File: config.mk
export PLATFORM = sky130hd
export DESIGN_NAME = swap_slot_allocator_flat
export DESIGN_NICKNAME = d
export VERILOG_FILES = /design/src/rtl/core/ssa_pkg.sv /design/src/rtl/core/ssa_if.sv /design/src/rtl/core/ssa_ram.sv /design/src/rtl/core/ssa_ctrl.sv /design/src/rtl/core/ssa_emit.sv /design/src/rtl/core/swap_slot_allocator.sv /design/src/flat_wrapper.sv
export SDC_FILE = /design/constraint.sdc
export NUM_CORES = 2
export LEC_CHECK = 0
export ABC_AREA = 0
export BUFFER_PORTS_ARGS = -buffer_cell sky130_fd_sc_hd__buf_2
export CORE_MARGIN = 5
export CORE_UTILIZATION = 55
export DETAILED_ROUTE_END_ITERATION = 8
export PLACE_DENSITY = 0.75
export SYNTH_ARGS = -nofsm -noshare
export SYNTH_HDL_FRONTEND = slang
export SYNTH_HIERARCHICAL = 1
export SYNTH_SLANG_ARGS = --single-unit
File: constraint.sdc
create_clock -name clk -period 7.94 [get_ports clk]
set_clock_uncertainty 0.1 [all_clocks]
set_input_delay 0 -clock clk [delete_from_list [all_inputs] [get_ports clk]]
set_output_delay 0 -clock clk [all_outputs]
set_load 0.01 [all_outputs]
File: src/rtl/core/ssa_pkg.sv
// ----------------------------------------------------------------------------
// ssa_pkg
// Shared constants, codes and types of the swap slot allocator.
// ----------------------------------------------------------------------------
`default_nettype none

package ssa_pkg;

  // Geometry of the slot store
  localparam int SLOT_COUNT       = 1024;
  localparam int SECTORS_PER_SLOT = 8;

  // Field widths
  localparam int SLOT_W   = 10;
  localparam int SECTOR_W = 13;
  localparam int LIMIT_W  = 11;
  localparam int STATUS_W = 2;

  // Bitmap organization: one memory row holds WORD_W slot bits
  localparam int WORD_W = (SLOT_COUNT < 32) ? SLOT_COUNT : 32;
  localparam int ROWS   = SLOT_COUNT / WORD_W;
  localparam int BIT_W  = (WORD_W > 1) ? $clog2(WORD_W) : 1;
  localparam int ROW_W  = (ROWS > 1) ? $clog2(ROWS) : 1;

  // Sector counter within one run
  localparam int CNT_W = (SECTORS_PER_SLOT > 1) ? $clog2(SECTORS_PER_SLOT) : 1;
  localparam logic [CNT_W-1:0] LAST_CNT = CNT_W'(SECTORS_PER_SLOT - 1);

  // Reset value of the slot limit register
  localparam logic [LIMIT_W-1:0] LIMIT_RESET = LIMIT_W'(1024);

  typedef enum logic [0:0] {
    REQ_ALLOC   = 1'b0,
    REQ_RELEASE = 1'b1
  } req_type_t;

  typedef enum logic [STATUS_W-1:0] {
    ST_OK    = 2'd0,
    ST_FULL  = 2'd1,
    ST_FREE  = 2'd2,
    ST_RANGE = 2'd3
  } status_t;

  typedef enum logic [1:0] {
    S_IDLE,
    S_MOD,
    S_POST
  } ctrl_state_t;

  // Decision handed from the map controller to the result sequencer
  typedef struct packed {
    logic [SLOT_W-1:0] slot;
    status_t           status;
  } job_t;

endpackage

`default_nettype wire

File: src/rtl/core/ssa_if.sv
// ----------------------------------------------------------------------------
// ssa_if
// Valid/ready channels of the swap slot allocator: request, result, config.
// ----------------------------------------------------------------------------
`default_nettype none

interface ssa_req_if import ssa_pkg::*; ();
  logic              valid;
  logic              ready;
  logic              req_type;
  logic [SLOT_W-1:0] slot_index;

  modport source (output valid, output req_type, output slot_index, input ready);
  modport sink   (input valid, input req_type, input slot_index, output ready);
endinterface

interface ssa_res_if import ssa_pkg::*; ();
  logic                valid;
  logic                ready;
  logic [SLOT_W-1:0]   slot;
  logic [SECTOR_W-1:0] sector;
  logic [STATUS_W-1:0] status;
  logic                last;

  modport source (output valid, output slot, output sector, output status, output last,
                  input ready);
  modport sink   (input valid, input slot, input sector, input status, input last,
                  output ready);
endinterface

interface ssa_cfg_if import ssa_pkg::*; ();
  logic               valid;
  logic               ready;
  logic [LIMIT_W-1:0] slot_limit;

  modport source (output valid, output slot_limit, input ready);
  modport sink   (input valid, input slot_limit, output ready);
endinterface

`default_nettype wire

File: src/rtl/core/ssa_ram.sv
// ----------------------------------------------------------------------------
// ssa_ram
// Generic simple dual-port RAM: one write port, one read port, registered read.
// ----------------------------------------------------------------------------
`default_nettype none

module ssa_ram #(
  parameter int WIDTH = 32,
  parameter int DEPTH = 32
) (
  input  logic                                   clk,
  input  logic                                   we,
  input  logic [((DEPTH > 1) ? $clog2(DEPTH) : 1)-1:0] waddr,
  input  logic [WIDTH-1:0]                       wdata,
  input  logic [((DEPTH > 1) ? $clog2(DEPTH) : 1)-1:0] raddr,
  output logic [WIDTH-1:0]                       rdata
);

  logic [WIDTH-1:0] mem [DEPTH];

  // Write port
  always_ff @(posedge clk) begin
    if (we) begin
      mem[waddr] <= wdata;
    end
  end

  // Registered read port
  always_ff @(posedge clk) begin
    rdata <= mem[raddr];
  end

endmodule

`default_nettype wire

File: src/rtl/core/ssa_ctrl.sv
// ----------------------------------------------------------------------------
// ssa_ctrl
// Bitmap controller: picks the row, reads it, updates the slot bit, writes
// the row back and hands the decision to the result sequencer.
// ----------------------------------------------------------------------------
`default_nettype none

module ssa_ctrl import ssa_pkg::*; (
  input  logic               clk,
  input  logic               rst,
  ssa_req_if.sink            req,
  input  logic [LIMIT_W-1:0] eff_limit,
  // bitmap memory
  output logic               ram_we,
  output logic [ROW_W-1:0]   ram_waddr,
  output logic [WORD_W-1:0]  ram_wdata,
  output logic [ROW_W-1:0]   ram_raddr,
  input  logic [WORD_W-1:0]  ram_rdata,
  // decision to the sequencer
  output logic               job_valid,
  input  logic               job_ready,
  output job_t               job
);

  ctrl_state_t state, state_next;

  req_type_t         req_type_q;
  logic [SLOT_W-1:0] idx_q;
  logic [ROW_W-1:0]  row_q;
  status_t           pre_status_q;
  job_t              job_q;

  // Per-row summary: row written at least once, row has no free bit
  logic [ROWS-1:0] row_valid;
  logic [ROWS-1:0] row_full;

  logic              req_fire;
  logic [LIMIT_W:0]  lim_rows;
  logic [ROWS-1:0]   cand;
  logic              alloc_found;
  logic [ROW_W-1:0]  alloc_row;
  logic              idx_in_range;
  status_t           pre_status;

  logic [WORD_W-1:0] word;
  logic [WORD_W-1:0] lim_mask;
  logic [WORD_W-1:0] free_bits;
  logic              free_any;
  logic [BIT_W-1:0]  free_bit;
  logic [BIT_W-1:0]  rel_bit;
  logic [WORD_W-1:0] new_word;
  logic              write_ok;
  job_t              mod_job;

  assign req_fire = req.valid && req.ready;

  // Row search for an allocate: lowest row below the limit that is not full
  always_comb begin
    lim_rows = ((LIMIT_W + 1)'(eff_limit) + (LIMIT_W + 1)'(WORD_W - 1)) >> BIT_W;
    for (int r = 0; r < ROWS; r++) begin
      cand[r] = !row_full[r] && ((LIMIT_W + 1)'(r) < lim_rows);
    end
    alloc_found = |cand;
    alloc_row   = '0;
    for (int r = ROWS - 1; r >= 0; r--) begin
      if (cand[r]) begin
        alloc_row = ROW_W'(r);
      end
    end
  end

  // Early checks at accept time
  always_comb begin
    idx_in_range = LIMIT_W'(req.slot_index) < eff_limit;
    pre_status   = ST_OK;
    if (req.req_type == REQ_ALLOC) begin
      if (!alloc_found) begin
        pre_status = ST_FULL;
      end
    end else if (!idx_in_range) begin
      pre_status = ST_RANGE;
    end
  end

  // Row read is issued in the accept cycle; data is back in S_MOD
  assign ram_raddr = (req.req_type == REQ_ALLOC) ? alloc_row
                                                 : req.slot_index[SLOT_W-1:BIT_W];

  // Read-modify of the fetched row
  always_comb begin
    word = row_valid[row_q] ? ram_rdata : '0;
    for (int b = 0; b < WORD_W; b++) begin
      lim_mask[b] = LIMIT_W'({row_q, BIT_W'(b)}) < eff_limit;
    end
    free_bits = ~word & lim_mask;
    free_any  = |free_bits;
    free_bit  = '0;
    for (int b = WORD_W - 1; b >= 0; b--) begin
      if (free_bits[b]) begin
        free_bit = BIT_W'(b);
      end
    end
    rel_bit        = idx_q[BIT_W-1:0];
    new_word       = word;
    write_ok       = 1'b0;
    mod_job.slot   = idx_q;
    mod_job.status = ST_OK;
    if (pre_status_q != ST_OK) begin
      mod_job.status = pre_status_q;
      if (req_type_q == REQ_ALLOC) begin
        mod_job.slot = '0;
      end
    end else if (req_type_q == REQ_ALLOC) begin
      if (!free_any) begin
        // free bits of the boundary row all lie beyond the limit
        mod_job.status = ST_FULL;
        mod_job.slot   = '0;
      end else begin
        new_word[free_bit] = 1'b1;
        write_ok           = 1'b1;
        mod_job.slot       = {row_q, free_bit};
      end
    end else begin
      if (!word[rel_bit]) begin
        mod_job.status = ST_FREE;
      end else begin
        new_word[rel_bit] = 1'b0;
        write_ok          = 1'b1;
      end
    end
  end

  // Write-back in S_MOD; the FSM passes through S_POST before the next read is issued
  assign ram_we    = (state == S_MOD) && write_ok;
  assign ram_waddr = row_q;
  assign ram_wdata = new_word;

  // Next state
  always_comb begin
    state_next = state;
    unique case (state)
      S_IDLE: begin
        if (req_fire) begin
          state_next = S_MOD;
        end
      end
      S_MOD: begin
        state_next = S_POST;
      end
      S_POST: begin
        if (job_ready) begin
          state_next = S_IDLE;
        end
      end
      default: begin
        state_next = S_IDLE;
      end
    endcase
  end

  // FSM outputs
  always_comb begin
    req.ready = 1'b0;
    job_valid = 1'b0;
    unique case (state)
      S_IDLE:  req.ready = 1'b1;
      S_MOD:   ;
      S_POST:  job_valid = 1'b1;
      default: ;
    endcase
  end

  assign job = job_q;

  // Control state and row summaries
  always_ff @(posedge clk) begin
    if (rst) begin
      state     <= S_IDLE;
      row_valid <= '0;
      row_full  <= '0;
    end else begin
      state <= state_next;
      if (ram_we) begin
        row_valid[row_q] <= 1'b1;
        row_full[row_q]  <= &new_word;
      end
    end
  end

  // Request and decision registers
  always_ff @(posedge clk) begin
    if (req_fire) begin
      req_type_q   <= req_type_t'(req.req_type);
      idx_q        <= req.slot_index;
      row_q        <= ram_raddr;
      pre_status_q <= pre_status;
    end
    if (state == S_MOD) begin
      job_q <= mod_job;
    end
  end

endmodule

`default_nettype wire

File: src/rtl/core/ssa_emit.sv
// ----------------------------------------------------------------------------
// ssa_emit
// Result sequencer: turns one decision into its sector run or error result,
// through an output register on the result channel.
// ----------------------------------------------------------------------------
`default_nettype none

module ssa_emit import ssa_pkg::*; (
  input  logic clk,
  input  logic rst,
  input  logic job_valid,
  output logic job_ready,
  input  job_t job,
  ssa_res_if.source res
);

  logic                out_valid;
  logic [SLOT_W-1:0]   out_slot;
  logic [SECTOR_W-1:0] out_sector;
  status_t             out_status;
  logic                out_last;
  logic [CNT_W-1:0]    cnt;

  logic                res_fire;
  logic                load;
  logic [CNT_W-1:0]    cnt_next;
  logic [SECTOR_W-1:0] base_sector;

  assign res_fire    = out_valid && res.ready;
  assign job_ready   = !out_valid || (res.ready && out_last);
  assign load        = job_valid && job_ready;
  assign cnt_next    = cnt + CNT_W'(1);
  assign base_sector = SECTOR_W'(32'(job.slot) * SECTORS_PER_SLOT);

  // Output valid
  always_ff @(posedge clk) begin
    if (rst) begin
      out_valid <= 1'b0;
    end else if (load) begin
      out_valid <= 1'b1;
    end else if (res_fire && out_last) begin
      out_valid <= 1'b0;
    end
  end

  // Output payload and sector counter
  always_ff @(posedge clk) begin
    if (load) begin
      out_slot   <= job.slot;
      out_status <= job.status;
      cnt        <= '0;
      if (job.status == ST_OK) begin
        out_sector <= base_sector;
        out_last   <= (SECTORS_PER_SLOT == 1);
      end else begin
        out_sector <= '0;
        out_last   <= 1'b1;
      end
    end else if (res_fire && !out_last) begin
      cnt        <= cnt_next;
      out_sector <= out_sector + SECTOR_W'(1);
      out_last   <= (cnt_next == LAST_CNT);
    end
  end

  assign res.valid  = out_valid;
  assign res.slot   = out_slot;
  assign res.sector = out_sector;
  assign res.status = out_status;
  assign res.last   = out_last;

endmodule

`default_nettype wire

File: src/rtl/core/swap_slot_allocator.sv
// ----------------------------------------------------------------------------
// swap_slot_allocator
// First-fit bitmap allocator for swap slots with per-sector result runs.
// ----------------------------------------------------------------------------
// Usage:
//   req: valid/ready request channel. req_type 0 allocates the lowest free
//     slot below the limit, 1 releases slot_index.
//   res: valid/ready result channel. A good request yields SECTORS_PER_SLOT
//     results (sector = slot * SECTORS_PER_SLOT + offset), last on the final
//     one; an error yields one result with its status, sector 0 and last set.
//   cfg: valid/ready write of slot_limit; always ready. Write it only while
//     the block is idle.
// Flow: the bitmap controller steps each request through accept with row
//   read, modify and write-back, and handoff from the decision register to
//   the sequencer's output register; it can work on the next request while
//   the sequencer still emits. Good requests are paced by the result
//   channel, which carries SECTORS_PER_SLOT results for each of them; error
//   requests are paced by the controller.
// Reset: all slots free, slot_limit 1024; per-row valid flags stand in for a
//   cleared memory, so no clearing pass is needed.
// Stall: a held result freezes the sequencer; the controller then waits in
//   handoff with req.ready low.
// ----------------------------------------------------------------------------
`default_nettype none

module swap_slot_allocator import ssa_pkg::*; (
  input  logic       clk,
  input  logic       rst,
  ssa_req_if.sink    req,
  ssa_res_if.source  res,
  ssa_cfg_if.sink    cfg
);

  logic [LIMIT_W-1:0] slot_limit;
  logic [LIMIT_W-1:0] eff_limit;

  logic              ram_we;
  logic [ROW_W-1:0]  ram_waddr;
  logic [WORD_W-1:0] ram_wdata;
  logic [ROW_W-1:0]  ram_raddr;
  logic [WORD_W-1:0] ram_rdata;

  logic job_valid;
  logic job_ready;
  job_t job;

  // Configuration register
  assign cfg.ready = 1'b1;

  always_ff @(posedge clk) begin
    if (rst) begin
      slot_limit <= LIMIT_RESET;
    end else if (cfg.valid && cfg.ready) begin
      slot_limit <= cfg.slot_limit;
    end
  end

  // Limit saturates at the store size
  assign eff_limit = (slot_limit > LIMIT_W'(SLOT_COUNT)) ? LIMIT_W'(SLOT_COUNT) : slot_limit;

  // Slot bitmap storage
  ssa_ram #(
    .WIDTH (WORD_W),
    .DEPTH (ROWS)
  ) u_map_ram (
    .clk   (clk),
    .we    (ram_we),
    .waddr (ram_waddr),
    .wdata (ram_wdata),
    .raddr (ram_raddr),
    .rdata (ram_rdata)
  );

  ssa_ctrl u_ctrl (
    .clk       (clk),
    .rst       (rst),
    .req       (req),
    .eff_limit (eff_limit),
    .ram_we    (ram_we),
    .ram_waddr (ram_waddr),
    .ram_wdata (ram_wdata),
    .ram_raddr (ram_raddr),
    .ram_rdata (ram_rdata),
    .job_valid (job_valid),
    .job_ready (job_ready),
    .job       (job)
  );

  ssa_emit u_emit (
    .clk       (clk),
    .rst       (rst),
    .job_valid (job_valid),
    .job_ready (job_ready),
    .job       (job),
    .res       (res)
  );

endmodule

`default_nettype wire

File: src/flat_wrapper.sv
// flat-port wrapper written by rule: the top's interface ports become plain ports
module swap_slot_allocator_flat import ssa_pkg::*;
  (clk, rst, req_valid, req_req_type, req_slot_index, req_ready, res_valid, res_slot, res_sector, res_status, res_last, res_ready, cfg_valid, cfg_slot_limit, cfg_ready);
  ssa_req_if req_i ();
  ssa_res_if res_i ();
  ssa_cfg_if cfg_i ();
  input  logic clk;
  input  logic rst;
  input wire logic [$bits(req_i.valid)-1:0] req_valid;
  input wire logic [$bits(req_i.req_type)-1:0] req_req_type;
  input wire logic [$bits(req_i.slot_index)-1:0] req_slot_index;
  output wire logic [$bits(req_i.ready)-1:0] req_ready;
  output wire logic [$bits(res_i.valid)-1:0] res_valid;
  output wire logic [$bits(res_i.slot)-1:0] res_slot;
  output wire logic [$bits(res_i.sector)-1:0] res_sector;
  output wire logic [$bits(res_i.status)-1:0] res_status;
  output wire logic [$bits(res_i.last)-1:0] res_last;
  input wire logic [$bits(res_i.ready)-1:0] res_ready;
  input wire logic [$bits(cfg_i.valid)-1:0] cfg_valid;
  input wire logic [$bits(cfg_i.slot_limit)-1:0] cfg_slot_limit;
  output wire logic [$bits(cfg_i.ready)-1:0] cfg_ready;
  assign req_i.valid = req_valid;
  assign req_i.req_type = req_req_type;
  assign req_i.slot_index = req_slot_index;
  assign req_ready = req_i.ready;
  assign res_valid = res_i.valid;
  assign res_slot = res_i.slot;
  assign res_sector = res_i.sector;
  assign res_status = res_i.status;
  assign res_last = res_i.last;
  assign res_i.ready = res_ready;
  assign cfg_i.valid = cfg_valid;
  assign cfg_i.slot_limit = cfg_slot_limit;
  assign cfg_ready = cfg_i.ready;
  swap_slot_allocator u_core (.clk(clk), .rst(rst), .req(req_i), .res(res_i), .cfg(cfg_i));
endmodule
After elaboration in Yosys (flattened, before gate mapping). Memory sizes are Yosys's and may differ from the RTL's. A register that Yosys moved wholly into a read port is not among the register bits. Cells that the tools add are included.

Flip-flop bits (word level): 137. Memory bits (writable): 1024. Bits of input ports: 27. Output and inout bits: 29. Logic and storage cells: 300. Memories kept: 1.

Add/sub/neg operators: 3. Order comparisons: 72. Equal/unequal tests: 5. Muxes and demuxes: 111. Bitwise operators: 6. Reduce and logical (&&, ||, !) cells: 86.

Memory list: u_core.u_map_ram.mem (words 32, width 32, rd ports 1, clocked after memory_dff 1, wr ports 1, line ssa_ram.sv:19) `logic [WIDTH-1:0] mem [DEPTH];`.

Operators with widths (number): less-than comparator 10 x 11 -> 1 bit (33); 2-to-1 mux 5 bit (65); 2-to-1 mux 32 bit (5); less-than comparator 5 x 7 -> 1 bit, first input constant (16); AND 32 bit (2); NOT 32 bit (2); bitwise OR 32 bit (2); OR reduction 32 bit (2); less-than comparator 4 x 7 -> 1 bit, first input constant (8); logical AND 1 bit (42); 2-to-1 mux 13 bit (3); logical NOT 1 bit (34); bitwise mux 32 bit (1); AND reduction 32 bit (1); 2-to-1 mux 10 bit (3); less-than comparator 3 x 7 -> 1 bit, first input constant (4); 2-to-1 mux 1 bit (20); less-than comparator 5 x 6 -> 1 bit, second input constant (3); demux 1 bit (select 5 bit) (3); >= comparator 5 x 1 -> 1 bit, second input constant (3); less-than comparator 1 x 7 -> 1 bit, first input constant (2); less-than comparator 2 x 7 -> 1 bit, first input constant (2); adder 13 x 1 -> 13 bit, second input constant (1); adder 11 x 5 -> 12 bit, second input constant (1); 15 further kinds (25).

Depth between registers and ports, before layout.
Depth after elaboration: 47. Gate-level depth with buffers: 24. Mapped depth without buffers: 19.

Hierarchy. Netlist, hierarchy kept.

By module, submodules not included: ssa_ram (times used 1, cells each 2260, area an instance 40490.1 sq um, sequential area each 31390.1 sq um); ssa_ctrl (times used 1, cells each 1052, area an instance 8177.8 sq um, sequential area each 2222.1 sq um); ssa_emit (times used 1, cells each 102, area an instance 1381.3 sq um, sequential area each 860.8 sq um); swap_slot_allocator (times used 1, cells each 49, area an instance 471.7 sq um, sequential area each 220.2 sq um).

Worst setup path before layout. OpenSTA, ideal clock, no wires.

Path type: register to register. Start: reg u_core.slot_limit[10]. End: reg u_core.u_ctrl.row_full[20]. Setup time: 0.067 ns. Arrival: 5.904 ns. Required time: 7.773 ns. Slack: 1.869 ns. Stages on the path, launching flop included: 20. Buffers on the path: 3. Period minus slack after synthesis: 6.071 ns. Path through: dfxtp_1 > buf_2 > nor2b_1 > clkbuf_1 > inv_1 > ha_1 > nand4b_1 > nor3_1 > a21oi_1 > or2_2 > a21o_1 > a32oi_1 > o31ai_1 > a211oi_1 > o21ai_1 > o21ai_0 > and4_1 > nand4_4 > buf_6 > o21ai_2.

Word-level cells in the longest chain between the ends: 46. Elaborated cells on any way between the ends: 83. Those cells by class: order compare: 35; mux: 42; bitwise: 2; reduce/logical: 4.

RTL lines: start, declared (line swap_slot_allocator.sv:34) `logic [LIMIT_W-1:0] slot_limit;`; start signal, assigned (line swap_slot_allocator.sv:54) `slot_limit <= cfg.slot_limit;`; greater-than comparator 11 bit (*) (line swap_slot_allocator.sv:59) `assign eff_limit = (slot_limit > LIMIT_W'(SLOT_COUNT)) ? LIMIT_W'(SLOT_COUNT) : slot_limit;`; 2-to-1 mux 11 bit (*) (line swap_slot_allocator.sv:59); net u_core.eff_limit[8] (line swap_slot_allocator.sv:35) `logic [LIMIT_W-1:0] eff_limit;`; less-than comparator 10 x 11 -> 1 bit (line ssa_ctrl.sv:93) `lim_mask[b] = LIMIT_W'({row_q, BIT_W'(b)}) < eff_limit;`; AND 32 bit (*) (line ssa_ctrl.sv:95) `free_bits = ~word & lim_mask;`; 2-to-1 mux 5 bit (32 in a row) (line ssa_ctrl.sv:99) `if (free_bits[b]) begin`; less-than comparator 5 x 6 -> 1 bit (implied by the code) / >= comparator 5 x 1 -> 1 bit (equally long branches) (line ssa_ctrl.sv:119) `new_word[free_bit] = 1'b1;`; logical AND 1 bit (implied by the code) (line ssa_ctrl.sv:119); 2-to-1 mux 1 bit (implied by the code) (line ssa_ctrl.sv:119); demux 1 bit (select 5 bit) (line ssa_ctrl.sv:119); bitwise OR 32 bit (no source line); 2-to-1 mux 32 bit (*) (line ssa_ctrl.sv:114) `if (!free_any) begin`; 2-to-1 mux 32 bit (*) (line ssa_ctrl.sv:113) `end else if (req_type_q == REQ_ALLOC) begin`; 2-to-1 mux 32 bit (*) (line ssa_ctrl.sv:108) `if (pre_status_q != ST_OK) begin`; net u_core.ram_wdata[22] (line swap_slot_allocator.sv:39) `logic [WORD_W-1:0] ram_wdata;`; AND reduction 32 bit (*) (line ssa_ctrl.sv:185) `row_full[row_q] <= &new_word;`; bitwise mux 32 bit (*) (line ssa_ctrl.sv:185); end signal, assigned by index (line ssa_ctrl.sv:185); end, declared (line ssa_ctrl.sv:35) `logic [ROWS-1:0] row_full;`.

Mark *: on every way through the listed nets, which the timed path passes. The rest lies on a longest branch. A chain may end at the register's enable or synchronous reset.

Worst setup path in the final report.
Start: reg u_core.slot_limit[10]. End: reg u_core.u_map_ram.rdata[7] (read register of u_core.u_map_ram.mem).

Word-level cells in the longest chain between the ends: 38. Elaborated cells on any way between the ends: 100. Those cells by class: add/sub: 1; order compare: 33; mux: 34; reduce/logical: 32.

RTL lines: greater-than comparator 11 bit (*) (line swap_slot_allocator.sv:59); 2-to-1 mux 11 bit (*) (line swap_slot_allocator.sv:59); net u_core.eff_limit[2] (line swap_slot_allocator.sv:35); adder 11 x 5 -> 12 bit (*) (line ssa_ctrl.sv:59) `lim_rows = ((LIMIT_W + 1)'(eff_limit) + (LIMIT_W + 1)'(WORD_W - 1)) >> BIT_W;`; less-than comparator 5 x 7 -> 1 bit (line ssa_ctrl.sv:61) `cand[r] = !row_full[r] && ((LIMIT_W + 1)'(r) < lim_rows);`; logical AND 1 bit (line ssa_ctrl.sv:61); 2-to-1 mux 5 bit (31 in a row) (line ssa_ctrl.sv:66) `if (cand[r]) begin`; 2-to-1 mux 5 bit (*) (line ssa_ctrl.sv:66); 2-to-1 mux 5 bit (*) (line ssa_ctrl.sv:86) `assign ram_raddr = (req.req_type == REQ_ALLOC) ? alloc_row`; net u_core.ram_raddr[2] (line swap_slot_allocator.sv:40) `logic [ROW_W-1:0] ram_raddr;`; end, declared (line ssa_ram.sv:16) `output logic [WIDTH-1:0] rdata`.

Marks and branches as above.

==> results.md <==
* Status: complete, no violations
* Tightest Pin Transition at 1242 ps
* Delay-heaviest family, CP: simple AND/OR/NAND/NOR gates
* Final setup fails at 0
* Die ar. at 98,020 sq um
* Grt total ovfl at 0
* Post-synth top area share at 64.19%
* Antenna Violating Nets Remaining at 0
* Total Routed Length at 138,400 um
* Register bit total from synthesis at 1,193
* Register area at 34,690 sq um
* Fillers at 6,466
* Yosys top cell by area: edfxtp_1
* Worst-skew pair later-pin latency at 700 ps
* Period utilisation layout at 92.35%
* CP Class: reg2reg
* Yosys warnings at 6
* Max clock buf depth at 3
* Worst-path clk slew at 70 ps
* Reg power frac at 52.9%
* First-pass GRT wire length at 202,300 um
* Simple-gate area share of the yosys netlist at 7.034%
* Worst path buffer plus inverter count at 1
* Xor/xnor share of the synthesized area at 0.2774%
* FP Rows at 111
* Setup crit end kind: register
* Post-synth EDFFs at 1,080
* Synth Area in Adders at 0.4458%
* Initial antenna violation count at 2
* CTS buffer count at 113
* Iter 0 DRT Violations at 4,207
* Die extent in x at 313.1 um
* Worst slew margin at 17.18%
* Number of I/O port buffers at 54
* Initial Util at 55.28%
* Critical path arrival at 7780 ps
* Multiplexer share of the synthesized area at 11.07%
* Main combinational cell family by area after synthesis: multiplexers
* Drt first pass iters at 6
* Vias per cell at 6.531
* Final Max Tran Viols at 0
* Mapped Cells at 3,463
* Distinct cells, synth at 91
* Sink Count at 1,193
* Layout area overhead at 12.95%
* Hold Violations, Final at 0
* CTS tree: yes
* Core area at 91,390 sq um
* Routed vias at 31,890
* CTS root buf: clkbuf_16
* Leakage at 18.90 nW
* Tmin final at 7333 ps
* I/O Pins at 56
* Max incr delay on CP at 960 ps
* Drc violations at 0
* Crit-path max FO at 42
* Synth Area in Compound Gates at 9.778%
* Switching pwr at 3.114 mW
* Tot GR Track Use at 27.55%
* Largest net degree at the start of global routing at 81
* Slowest stage cell, crit path: a211oi_1
* Top_reg_cell synth: edfxtp_1
* Post-CTS sizing at 0
* Sequential area share after synthesis at 68.67%
* Ys async rst share at 0%
* DP HPWL at 78,410 um
* Fmax at 136.4 MHz
* Maximum vdd ir drop at 0.1940 mV
* Unrepaired setup endpoints after global routing: false
* Syn nets at 3,508
* Pwr Density at 236.9 nW/um^2
* Max cap viols at 0
* Worst Setup Start Kind: register
* DR WL/cell at 28.36 um
* Layout cells sized above 1 at 13.05%
* Final net count at 3,642
* Synth area leaders: edfxtp_1 64%, mux2i_1 11%, dfxtp_1 4.5%, a21oi_1 1.8%, a22oi_1 1.4%
* PnR Total Power at 13.52 mW
* Logic pwr share at 8.2%
* Critical Path RT at 8390 ps
* GP Congestion at 0.9859
* Final Util at 62.44%
* Worst hold path class: in2reg
* Mapped cell area at 50,520 sq um
* TNS Setup at 0 ps
* Switching Fraction at 23.04%
* Internal power at 10.40 mW
* Die H at 313.1 um
* Vias in the first global route at 30,780
* Multi-input gate area at 14,840 sq um
* Avg Cell Area, Syn at 14.59 sq um
* Clk pwr share at 38.9%
* H-tree depth at 3
* Crit path cell chain: nor2b_1 -> nor3_1 -> a211oi_1 -> xnor2_1 -> nor3_1 -> a211oi_1 -> nor2_1 -> nand2_1 -> nor2_1 -> nor2_1 -> o21ai_0 -> a31oi_1 -> o21ai_0 -> and2_4 -> buf_4 -> a22o_1 -> nor3_1 -> a31oi_1 -> nand3_1
==> sequential cells by signal (all words and copies together) (netlist names), 3 cells and up <==
signal	flops
u_core/slot_limit	11
u_core/u_ctrl/idx_q	10
u_core/u_ctrl/job	12
u_core/u_ctrl/ram_waddr	5
u_core/u_ctrl/row_full	32
u_core/u_ctrl/row_valid	32
u_core/u_emit/cnt	3
u_core/u_emit/res.sector	13
u_core/u_emit/res.slot	10
u_core/u_map_ram/mem	1024
u_core/u_map_ram/rdata	32
==> cells in the final DEF, fill, tap and decap left out, types with 14 or more instances in the layout <==
cell,netlist,routed
buf_2,40,54
inv_1,54,54
o22ai_1,20,16
buf_4,36,78
edfxtp_1,1080,1080
nor2b_1,24,22
nor2_1,152,119
buf_12,0,35
mux2i_1,533,533
nand4_1,38,38
o211ai_1,34,34
o21ai_2,31,43
nor2_4,0,33
o2bb2ai_1,14,14
clkbuf_16,0,115
dfxtp_1,113,113
clkbuf_1,104,32
clkinv_2,0,22
nand3b_1,28,28
nand3_1,125,125
o21ai_0,53,40
nand2_1,187,186
clkinv_1,0,18
ha_1,18,18
a22o_1,75,75
a211o_1,24,24
a21oi_1,184,184
dlygate4sd3_1,0,64
nor3_1,67,67
a22oi_1,96,96
a31oi_1,43,43
a211oi_1,18,18
==> cell families after synthesis <==
group / after synthesis
AOI/OAI and AO/OA: 704
xor gates and xnor gates: 16
adders and majority gates: 18
buffers and inverters: 266
DFF: 1193
muxes: 547
other: 1
and+or+nand+nor: 718
==> power groups by stage <==
stage / Clock (mW) / Sequential (mW) / Combinational, mW
floorplan: 0 / 7.21 / 0.731
global placement: 0 / 7.27 / 1.03
detailed placement: 0 / 7.27 / 1.05
CTS: 5.34 / 7.14 / 1.08
global route: 5.61 / 7.14 / 1.18
finish: 5.26 / 7.15 / 1.11
==> cell usage after synthesis, types with 6 or more instances <==
cell type,instances
ha_1,18
a21oi_1,184
inv_1,54
nor2_1,152
o22ai_1,20
a21o_1,11
o31ai_1,9
dfxtp_1,113
a22o_1,75
nand2_1,187
edfxtp_1,1080
o211a_1,6
nand2b_1,12
o211ai_1,34
nor3b_1,6
mux4_2,9
nor2b_1,24
or3_1,13
xnor2_1,13
or2_2,13
a211o_1,24
nand4_1,38
a22oi_1,96
clkbuf_1,104
and2_1,7
buf_1,6
a211oi_1,18
o21a_1,8
o2bb2ai_1,14
and3_1,9
nand3_1,125
nand3b_1,28
o21ai_1,8
buf_4,36
o21ai_0,53
a31o_2,6
buf_2,40
mux2i_1,533
nor4_1,10
buf_6,24
nor3_1,67
a31oi_1,43
o21ai_2,31
==> cell type report <==
type | instances | area share (%)
diodes | 2 | 0.008770
well taps | 1186 | 2.600
repair buffers | 231 | 3.850
clock buffers | 151 | 5.350
flip-flops and latches | 1193 | 60.80
multi-input cells | 2004 | 26.01
inverters | 54 | 0.3552
clock inverters | 61 | 1.026
==> worst reg2reg max path: cells and delay by family, from the launching register on <==
family | cells | cell delay, ps
AOI/OAI and AO/OA | 7 | 2630
and+or+nand+nor | 10 | 3140
xor gates and xnor gates | 1 | 320
buffers and inverters | 1 | 450
DFF | 1 | 570
==> routing by layer <==
metal / GRT usage, % / vias to the layer above / share of wire (%)
li1: - / 13820 / -
met1: 37.60 / 16070 / 39
met2: 44.63 / 1674 / 47
met3: 4.899 / 329 / 9.4
met4: 10.83 / 0 / 4.2
met5: 0 / - / 0
==> final timing paths <==
kind	end	startpoint	slack, ps	depth (start not counted)
worst max-delay path	u_core/u_map_ram/rdata[7]	u_core/slot_limit[10]	610	19
worst min-delay path	u_core/u_ctrl/ram_waddr[3]	req_valid	60	2
worst max register to register	u_core/u_map_ram/rdata[7]	u_core/slot_limit[10]	610	19
worst min register to register	u_core/u_emit/res.slot[4]	u_core/u_ctrl/job[6]	350	0
==> stage by stage <==
| stage | hold slack, ps | setup WS, ps | instance area [sq um] | std cells |
|---|---|---|---|---|
| finish | 63.28 | 607.2 | 57060 | 4882 |
| global route | 28.67 | 143.7 | 57060 | 4881 |
| CTS | 16.38 | 840.3 | 57060 | 4880 |
| detailed placement | 99.02 | 872.4 | 52780 | 4604 |
| global placement | 97.20 | 1081 | 52780 | 4604 |
| floorplan | -30.93 | 1869 | 50520 | 3463 |
==> repair_timing <==
| action | in CTS | in global routing |
|---|---|---|
| hold endpoints to repair | 91 | 0 |
| buffers inserted | 0 | 0 |
| hold buffers | 64 | 0 |
Power figures use the tool's default switching activity.
